$ cat config.mk
export PLATFORM = sky130hd
export DESIGN_NAME = sensor_calibrate_normalize_unit
export DESIGN_NICKNAME = d
export VERILOG_FILES = /design/src/rtl/scn_pkg.sv /design/src/rtl/scn_div.sv /design/src/rtl/sensor_calibrate_normalize_unit.sv
export SDC_FILE = /design/constraint.sdc
export NUM_CORES = 1
export LEC_CHECK = 0
export BUFFER_PORTS_ARGS = -buffer_cell sky130_fd_sc_hd__buf_2
export CAP_MARGIN = 20
export CORE_ASPECT_RATIO = 1.5
export CORE_MARGIN = 2
export CORE_UTILIZATION = 55
export DETAILED_ROUTE_END_ITERATION = 6
export PLACE_DENSITY = 0.73
export RECOVER_POWER = 50
export SYNTH_ARGS = -nofsm -noshare
export SYNTH_HDL_FRONTEND = slang
export SYNTH_SLANG_ARGS = --single-unit
$ cat constraint.sdc
create_clock -name aclk -period 10.3 [get_ports aclk]
set_clock_uncertainty 0.15 [all_clocks]
set_input_delay 0.515 -clock aclk [delete_from_list [all_inputs] [get_ports aclk]]
set_output_delay 0.515 -clock aclk [all_outputs]
set_load 0.005 [all_outputs]
$ cat src/rtl/scn_pkg.sv
// ----------------------------------------------------------------------------
// scn_pkg
// Shared types and constants for the sensor calibrate / normalize block.
// ----------------------------------------------------------------------------
package scn_pkg;

    // beat field widths
    localparam int CMD_W  = 2;
    localparam int IDX_W  = 3;
    localparam int SMP_W  = 12;
    localparam int NORM_W = 17;
    localparam int FRAC_W = 16;
    localparam int STEP_W = 5;

    // command codes
    localparam logic [CMD_W-1:0] CMD_NORMALIZE = 2'd0;
    localparam logic [CMD_W-1:0] CMD_CLEAR     = 2'd1;
    localparam logic [CMD_W-1:0] CMD_ACC_WHITE = 2'd2;
    localparam logic [CMD_W-1:0] CMD_ACC_BLACK = 2'd3;

    // 1.0 in unsigned Q1.16
    localparam logic [NORM_W-1:0] Q_ONE = 17'h10000;

    // quotient bits for the average and for the normalized fraction
    localparam logic [STEP_W-1:0] AVG_STEPS  = 5'd12;
    localparam logic [STEP_W-1:0] NORM_STEPS = 5'd16;

    // divider request from the sequencer
    typedef struct packed {
        logic              start;
        logic [STEP_W-1:0] steps;
    } scn_div_req_t;

    // divider status back to the sequencer
    typedef struct packed {
        logic busy;
        logic done;
    } scn_div_sts_t;

endpackage

$ cat src/rtl/scn_div.sv
// ----------------------------------------------------------------------------
// scn_div
// Shared restoring divider, one quotient bit per cycle.
// ----------------------------------------------------------------------------
module scn_div #(
    parameter int DV_W = 12
) (
    input  logic                       aclk,
    input  logic                       aresetn,
    input  scn_pkg::scn_div_req_t      req,
    input  logic [DV_W-1:0]            rem_init,   // partial remainder, below divisor
    input  logic [DV_W-1:0]            divisor,
    input  logic [scn_pkg::FRAC_W-1:0] dividend,   // low bits, msb shifted in first
    output scn_pkg::scn_div_sts_t      sts,
    output logic [scn_pkg::FRAC_W-1:0] quotient
);

    logic [DV_W-1:0]            rem_reg, rem_next;
    logic [DV_W-1:0]            den_reg;
    logic [scn_pkg::FRAC_W-1:0] shf_reg;
    logic [scn_pkg::FRAC_W-1:0] quo_reg;
    logic [scn_pkg::STEP_W-1:0] cnt_reg;
    logic                       done_reg;
    logic [DV_W:0]              part;
    logic [DV_W:0]              diff;
    logic                       ge;

    // one trial subtraction
    always_comb begin
        part     = {rem_reg, shf_reg[scn_pkg::FRAC_W-1]};
        diff     = part - {1'b0, den_reg};
        ge       = (part >= {1'b0, den_reg});
        rem_next = ge ? diff[DV_W-1:0] : part[DV_W-1:0];
    end

    // step counter and done flag
    always_ff @(posedge aclk) begin
        if (!aresetn) begin
            cnt_reg  <= '0;
            done_reg <= 1'b0;
        end else if (req.start) begin
            cnt_reg  <= req.steps;
            done_reg <= 1'b0;
        end else if (cnt_reg != '0) begin
            cnt_reg  <= cnt_reg - scn_pkg::STEP_W'(1);
            done_reg <= (cnt_reg == scn_pkg::STEP_W'(1));
        end else begin
            done_reg <= 1'b0;
        end
    end

    // datapath registers
    always_ff @(posedge aclk) begin
        if (req.start) begin
            rem_reg <= rem_init;
            den_reg <= divisor;
            shf_reg <= dividend;
            quo_reg <= '0;
        end else if (cnt_reg != '0) begin
            rem_reg <= rem_next;
            shf_reg <= {shf_reg[scn_pkg::FRAC_W-2:0], 1'b0};
            quo_reg <= {quo_reg[scn_pkg::FRAC_W-2:0], ge};
        end
    end

    assign sts.busy = (cnt_reg != '0);
    assign sts.done = done_reg;
    assign quotient = quo_reg;

endmodule

$ cat src/rtl/sensor_calibrate_normalize_unit.sv
// ----------------------------------------------------------------------------
// sensor_calibrate_normalize_unit
// Per-sensor white/black calibration by running average, and normalization
// of samples to unsigned Q1.16 through one shared serial divider.
// ----------------------------------------------------------------------------
//  channel  | dir | signals                          | contents
//  s_       | in  | s_tvalid s_tready s_tdata s_tuser s_tlast | sample beat
//  m_       | out | m_tvalid m_tready m_tdata m_tuser m_tlast | normalized beat
//  cfg_     | in  | cfg_wr_en cfg_wr_data             | calibrated flag
//
// s_tready is low while a beat is in work, from the cycle after the accept cycle:
// normalize through the divider: prep, quotient bits, done, out; normalize
// with an early 0 or 1.0 answer: prep, out; accumulate: prep, load, divider
// steps, done; clear, uncalibrated or saturated beats: prep; bad index: none.
// A finished result waits in the output register and holds the sequencer only
// if the next result is due before m_tready. Reset clears levels, sums, counts.
module sensor_calibrate_normalize_unit #(
    parameter int SENSOR_COUNT = 8,
    parameter int MAX_SAMPLES  = 1024
) (
    input  logic        aclk,
    input  logic        aresetn,
    input  logic        cfg_wr_en,
    input  logic        cfg_wr_data,
    input  logic        s_tvalid,
    output logic        s_tready,
    input  logic [15:0] s_tdata,   // [2:0] sensor_index, [14:3] sample, [15] zero
    input  logic [1:0]  s_tuser,   // [1:0] command
    input  logic        s_tlast,   // last_of_frame
    output logic        m_tvalid,
    input  logic        m_tready,
    output logic [23:0] m_tdata,   // [16:0] normalized, [19:17] out_sensor_index, rest zero
    output logic        m_tuser,   // [0] zero_span
    output logic        m_tlast    // out_last_of_frame
);

    localparam int AW    = (SENSOR_COUNT > 1) ? $clog2(SENSOR_COUNT) : 1;
    localparam int CNT_W = $clog2(MAX_SAMPLES + 1);
    localparam int SUM_W = scn_pkg::SMP_W + CNT_W;
    localparam int DV_W  = (CNT_W > scn_pkg::SMP_W) ? CNT_W : scn_pkg::SMP_W;

    localparam logic [2:0] ST_IDLE = 3'd0;
    localparam logic [2:0] ST_PREP = 3'd1;
    localparam logic [2:0] ST_AVG  = 3'd2;
    localparam logic [2:0] ST_DIV  = 3'd3;
    localparam logic [2:0] ST_OUT  = 3'd4;

    logic [2:0]                   state_reg;
    logic                         calibrated_reg;
    logic [scn_pkg::CMD_W-1:0]    cmd_reg;
    logic [scn_pkg::IDX_W-1:0]    idx_reg;
    logic [scn_pkg::SMP_W-1:0]    smp_reg;
    logic                         last_reg;
    logic [scn_pkg::NORM_W-1:0]   res_reg;
    logic                         zspan_reg;

    logic [scn_pkg::SMP_W-1:0]    white_arr [SENSOR_COUNT];
    logic [scn_pkg::SMP_W-1:0]    black_arr [SENSOR_COUNT];
    logic [SUM_W-1:0]             sum_arr   [SENSOR_COUNT];
    logic [CNT_W-1:0]             cnt_arr   [SENSOR_COUNT];

    logic                         m_valid_reg;
    logic [scn_pkg::NORM_W-1:0]   m_norm_reg;
    logic [scn_pkg::IDX_W-1:0]    m_idx_reg;
    logic                         m_last_reg;
    logic                         m_zspan_reg;

    logic [AW-1:0]                addr;
    logic                         s_fire;
    logic                         out_free;
    logic [scn_pkg::SMP_W:0]      d_val, s_val;
    logic [scn_pkg::SMP_W-1:0]    d_abs, s_abs;
    logic                         acc_full;

    scn_pkg::scn_div_req_t        div_req;
    scn_pkg::scn_div_sts_t        div_sts;
    logic [DV_W-1:0]              div_rem;
    logic [DV_W-1:0]              div_den;
    logic [scn_pkg::FRAC_W-1:0]   div_dvd;
    logic [scn_pkg::FRAC_W-1:0]   div_quo;

    assign s_tready = (state_reg == ST_IDLE);
    assign s_fire   = s_tvalid && s_tready;
    assign out_free = !m_valid_reg || m_tready;
    assign addr     = AW'(idx_reg);

    // signed differences to the white level and their magnitudes
    always_comb begin
        d_val    = {1'b0, smp_reg} - {1'b0, white_arr[addr]};
        s_val    = {1'b0, black_arr[addr]} - {1'b0, white_arr[addr]};
        d_abs    = d_val[scn_pkg::SMP_W] ? scn_pkg::SMP_W'(-d_val)
                                         : d_val[scn_pkg::SMP_W-1:0];
        s_abs    = s_val[scn_pkg::SMP_W] ? scn_pkg::SMP_W'(-s_val)
                                         : s_val[scn_pkg::SMP_W-1:0];
        acc_full = (cnt_arr[addr] >= CNT_W'(MAX_SAMPLES));
    end

    // divider operand selection
    always_comb begin
        div_req.start = 1'b0;
        div_req.steps = scn_pkg::NORM_STEPS;
        div_rem       = DV_W'(d_abs);
        div_den       = DV_W'(s_abs);
        div_dvd       = '0;
        if (state_reg == ST_AVG) begin
            div_req.start = 1'b1;
            div_req.steps = scn_pkg::AVG_STEPS;
            div_rem       = DV_W'(sum_arr[addr][SUM_W-1:scn_pkg::SMP_W]);
            div_den       = DV_W'(cnt_arr[addr]);
            div_dvd       = {sum_arr[addr][scn_pkg::SMP_W-1:0],
                             {(scn_pkg::FRAC_W - scn_pkg::SMP_W){1'b0}}};
        end else if (state_reg == ST_PREP && cmd_reg == scn_pkg::CMD_NORMALIZE
                     && calibrated_reg && s_val != '0 && d_val != '0
                     && d_val[scn_pkg::SMP_W] == s_val[scn_pkg::SMP_W]
                     && d_abs < s_abs) begin
            div_req.start = 1'b1;
        end
    end

    scn_div #(
        .DV_W (DV_W)
    ) u_div (
        .aclk     (aclk),
        .aresetn  (aresetn),
        .req      (div_req),
        .rem_init (div_rem),
        .divisor  (div_den),
        .dividend (div_dvd),
        .sts      (div_sts),
        .quotient (div_quo)
    );

    // configuration register
    always_ff @(posedge aclk) begin
        if (!aresetn) begin
            calibrated_reg <= 1'b0;
        end else if (cfg_wr_en) begin
            calibrated_reg <= cfg_wr_data;
        end
    end

    // input beat capture
    always_ff @(posedge aclk) begin
        if (s_fire) begin
            cmd_reg  <= s_tuser;
            idx_reg  <= s_tdata[scn_pkg::IDX_W-1:0];
            smp_reg  <= s_tdata[scn_pkg::IDX_W +: scn_pkg::SMP_W];
            last_reg <= s_tlast;
        end
    end

    // sequencer and per-sensor state
    always_ff @(posedge aclk) begin
        if (!aresetn) begin
            state_reg <= ST_IDLE;
            for (int i = 0; i < SENSOR_COUNT; i++) begin
                white_arr[i] <= '0;
                black_arr[i] <= '0;
                sum_arr[i]   <= '0;
                cnt_arr[i]   <= '0;
            end
        end else begin
            unique case (state_reg)
                ST_IDLE: begin
                    if (s_fire) begin
                        if (32'(s_tdata[scn_pkg::IDX_W-1:0]) < SENSOR_COUNT) begin
                            state_reg <= ST_PREP;
                        end
                    end
                end
                ST_PREP: begin
                    unique case (cmd_reg)
                        scn_pkg::CMD_NORMALIZE: begin
                            if (!calibrated_reg) begin
                                state_reg <= ST_IDLE;
                            end else if (div_req.start) begin
                                state_reg <= ST_DIV;
                            end else begin
                                state_reg <= ST_OUT;
                            end
                        end
                        scn_pkg::CMD_CLEAR: begin
                            sum_arr[addr] <= '0;
                            cnt_arr[addr] <= '0;
                            state_reg     <= ST_IDLE;
                        end
                        default: begin
                            if (acc_full) begin
                                state_reg <= ST_IDLE;
                            end else begin
                                sum_arr[addr] <= sum_arr[addr] + SUM_W'(smp_reg);
                                cnt_arr[addr] <= cnt_arr[addr] + CNT_W'(1);
                                state_reg     <= ST_AVG;
                            end
                        end
                    endcase
                end
                ST_AVG: begin
                    state_reg <= ST_DIV;
                end
                ST_DIV: begin
                    if (div_sts.done) begin
                        if (cmd_reg == scn_pkg::CMD_NORMALIZE) begin
                            state_reg <= ST_OUT;
                        end else begin
                            if (cmd_reg == scn_pkg::CMD_ACC_WHITE) begin
                                white_arr[addr] <= div_quo[scn_pkg::SMP_W-1:0];
                            end else begin
                                black_arr[addr] <= div_quo[scn_pkg::SMP_W-1:0];
                            end
                            state_reg <= ST_IDLE;
                        end
                    end
                end
                ST_OUT: begin
                    if (out_free) begin
                        state_reg <= ST_IDLE;
                    end
                end
                default: begin
                    state_reg <= ST_IDLE;
                end
            endcase
        end
    end

    // result value: early answers in prep, quotient after the divider
    always_ff @(posedge aclk) begin
        if (state_reg == ST_PREP) begin
            zspan_reg <= (s_val == '0);
            if (s_val == '0 || d_val == '0
                || d_val[scn_pkg::SMP_W] != s_val[scn_pkg::SMP_W]) begin
                res_reg <= '0;
            end else begin
                res_reg <= scn_pkg::Q_ONE;
            end
        end else if (state_reg == ST_DIV && div_sts.done) begin
            res_reg <= {1'b0, div_quo};
        end
    end

    // output register
    always_ff @(posedge aclk) begin
        if (!aresetn) begin
            m_valid_reg <= 1'b0;
        end else if (state_reg == ST_OUT && out_free) begin
            m_valid_reg <= 1'b1;
        end else if (m_tready) begin
            m_valid_reg <= 1'b0;
        end
    end

    always_ff @(posedge aclk) begin
        if (state_reg == ST_OUT && out_free) begin
            m_norm_reg  <= res_reg;
            m_idx_reg   <= idx_reg;
            m_last_reg  <= last_reg;
            m_zspan_reg <= zspan_reg;
        end
    end

    assign m_tvalid = m_valid_reg;
    assign m_tdata  = {4'b0, m_idx_reg, m_norm_reg};
    assign m_tuser  = m_zspan_reg;
    assign m_tlast  = m_last_reg;

endmodule

==> results by group <==
Yosys
  – Yosys warning total: 0
  – Synth top cells by count: 558 x edfxtp_1, 339 x nor2_1, 202 x and2_1
  – Netlist cell types: 72
  – Area contributors post-synth: edfxtp_1 59%, mux4_2 9.2%, nor2_1 4.5%, and2_1 4.4%, ha_1 2.9%
  – Cell Area, Synth: around 28000 µm²
  – Syn Inst Count: 2133
  – Fraction of the yosys area taken by sequential cells: between 60 and 70%
  – Area share of the largest cell type after synthesis: approximately three fifths
  – Async set or reset register ratio after synthesis: 0%
  – EDFF count, synth: about 560
  – Top FF cell, synth: edfxtp_1
  – Post-synth top area cell: edfxtp_1
  – Flops & latches, synth: between 500 and 600
  – Average size of a mapped cell: about 13 µm²
  – Most numerous cell in the Yosys netlist: edfxtp_1

STA
  – Setup TNS: 0 ns
  – Max_slew headroom: -169%
  – Final-report hold violation count: 0
  – Hold WS: between 0.05 and 0.06 ns
  – Final Setup Violations: 0
  – RSZ-0062 raised after global routing: false
  – Highest clock rate: ~0.12 GHz
  – Final setup margin: 2.29 ns
  – Final slew viol count: about 110
  – Post-layout min period: about 8.0 ns
  – Actual slew at the worst max-slew pin: 4.04 ns
  – Final period utilization: between 70% and 80%

Floorplan
  – Core Area: around 51000 µm²
  – Die ar.: approximately 54000 µm²
  – Starting Density: a little under three fifths
  – Cell row count: roughly 100
  – Height of the die: between 200 and 300 µm
  – Die X: 190 µm
  – Io pins: 53

Routing
  – Via count: roughly 17000
  – WL/cell: about 24 µm
  – Routed vias/inst: 6.03
  – Drt pass-1 iters: 5
  – Routed Antenna Nets: 0
  – DRC viols: 0
  – Initial DRC count: 1453
  – Total Wirelength: around 71000 µm

Finish
  – Largest Register: sum_arr
  – Fin cells: roughly 2900
  – Largest regs: sum_arr (184), black_arr (96), white_arr (96)
  – Register area: between 15000 and 20000 µm²
  – Layout cell share with drive strength beyond 1: between 10% and 20%
  – Area of the multi-input gates: between 10000 and 15000 µm²
  – Diodes inserted: 0
  – # fillers: ~3900
  – Layout area overhead: 10.2%
  – Largest register FFs: 184
  – Final net count: roughly 2300

Placement
  – Post-DP HPWL: 46500 µm
  – GPL Wtd Cong: 0.919
  – # port buffers: 47
  – Pre-CTS setup slack: around 2.4 ns
  – DP Cell Count: 2763

Run status
  – Failing checks: max-capacitance violations, max-slew violations
  – Status: finished, violations left

Setup path
  – CP startpoint kind: register
  – Slowest-stage cell, CP: clkbuf_1
  – Worst setup EP type: register
  – Crit-path cells: clkbuf_1, mux4_2, mux2_1, ha_1, fa_1, a21o_1, a21oi_1, o21bai_1, a21oi_1, o211ai_1, nand3b_4, nor3_1, xnor2_1, nor2_1
  – CP dominant cell by count: a21oi_1
  – Worst EP arrival: between 8 and 9 ns
  – CP bufs+invs: 1
  – Crit Path Class: register to register
  – Required time of the worst setup path: about 10 ns
  – Max stage delay on crit path: between 2 and 3 ns
  – Crit Path Max Fanout: 60
  – Critical path's top delay family: buffers and inverters

Min path
  – Worst hold path type: primary input to register

Clocking
  – CTS tree: built
  – CTS root buf: clkbuf_16
  – Reg clk slew, reported paths: 0.06 ns
  – Total CTS buffers: 56
  – # H-tree levels: 2
  – CTS sink count: 588
  – Clock Path Buffers: 3
  – Clock latency on the worst-skew pair: about 0.6 ns

GRT
  – Global-route wire length before repair: about 110000 µm
  – Vias in the first global route: between 15000 and 20000
  – Pin count of the biggest net entering global routing: a little over 60
  – Gr usage total: about 27%
  – Initial antenna violation count: 1
  – Global route total overflow: 0

Power
  – Pwr dens: between 200 and 250 nW/µm²
  – VDD IR-drop max: around 0.2 mV
  – Lkg Pwr: approximately 11 nW

Run
  – Max-cap violations: 3
[timing repair]
action / 4_1_cts / 5_1_grt
buffers inserted: 0 / 0
hold buffers: 18 / 0
resized for setup: 0 / 0
hold endpoints to repair: 18 / 0
[cells in the final DEF, fill, tap and decap left out, drive strengths merged, types with 14 or more instances in the layout]
cell type and n:
nor2b 29, o21ai 64, nor3 34, buf 41
nand3 14, nand2 101, nand2b 15, mux4 116
clkinv 23, ha 66, dfxtp 30, a21oi 77
nor2 339, mux2i 48, dlygate4sd3 18, edfxtp 558
a21o 15, or3 17, mux2 30, inv 57
clkbuf 119, and2 202, xor2 24, xnor2 44
[metal layers]
metal | track usage, % | wire length [µm] | vias to the layer above
met1 | 30.7 | 26000 | 8755
li1 | - | - | 7873
met3 | 3.40 | 3870 | 165
met4 | 13.6 | 3540 | 2
met2 | 49.2 | 37200 | 659
met5 | 0 | 12 | -
[layout make-up]
type | instances | share of cell area (%)
inverters | 55 | 0.658
clock inverters | 35 | 1.13
multi-input cells | 1362 | 33.1
repair buffers | 109 | 2.31
clock buffers | 69 | 4.69
well taps | 676 | 2.70
flip-flops and latches | 588 | 55.4
[final timing paths]
path | startpoint | to | slack (ns) | cells past startpoint
hold / removal | cfg_wr_data | calibrated_reg$_SDFFE_PN0P_ | 0.05 | 3
setup / recovery | register | sum_arr[4][20]$_SDFFCE_PN0P_ | 2.29 | 14
setup reg to reg | register | sum_arr[4][20]$_SDFFCE_PN0P_ | 2.29 | 14
hold reg to reg | res_reg[0]$_SDFFCE_PP0P_ | m_norm_reg[0]$_DFFE_PP_ | 0.27 | 0
[logic make-up after synthesis]
| logic type | after synthesis | share of synthesized area [%] |
|---|---|---|
| muxes | 194 | 12.1 |
| adders and majority gates | 70 | 3.18 |
| other | 1 | 0.0132 |
| xor gates and xnor gates | 68 | 2.12 |
| and+or+nand+nor | 803 | 13.8 |
| AOI/OAI and AO/OA | 223 | 5.12 |
| DFF | 588 | 61.0 |
| buffers and inverters | 186 | 2.68 |
[per-stage QoR]
step | instance area, µm² | util (%) | power [mW]
floorplan | 28500 | - | 4.60
global placement | 29300 | 56.9 | 5.14
CTS | 31300 | 60.9 | 7.28
global route | 31400 | 61.0 | 7.61
detailed placement | 29300 | 57.0 | 5.22
finish | 31400 | 61.0 | 7.29
[tightest hold or removal path: cells and delay by family]
kind          cells  cell delay, ns
mux               1            0.07
simple gates      1            0.09
buf+inv           1            0.08
[power breakdown]
part | switching (mW) | total, mW | internal [mW]
clock | 0.891 | 2.08 | 1.19
sequential | 0.228 | 3.10 | 2.87
combinational | 1.25 | 2.11 | 0.861
total | 2.37 | 7.29 | 4.92
No activity file was read; power rests on OpenSTA's default activity.
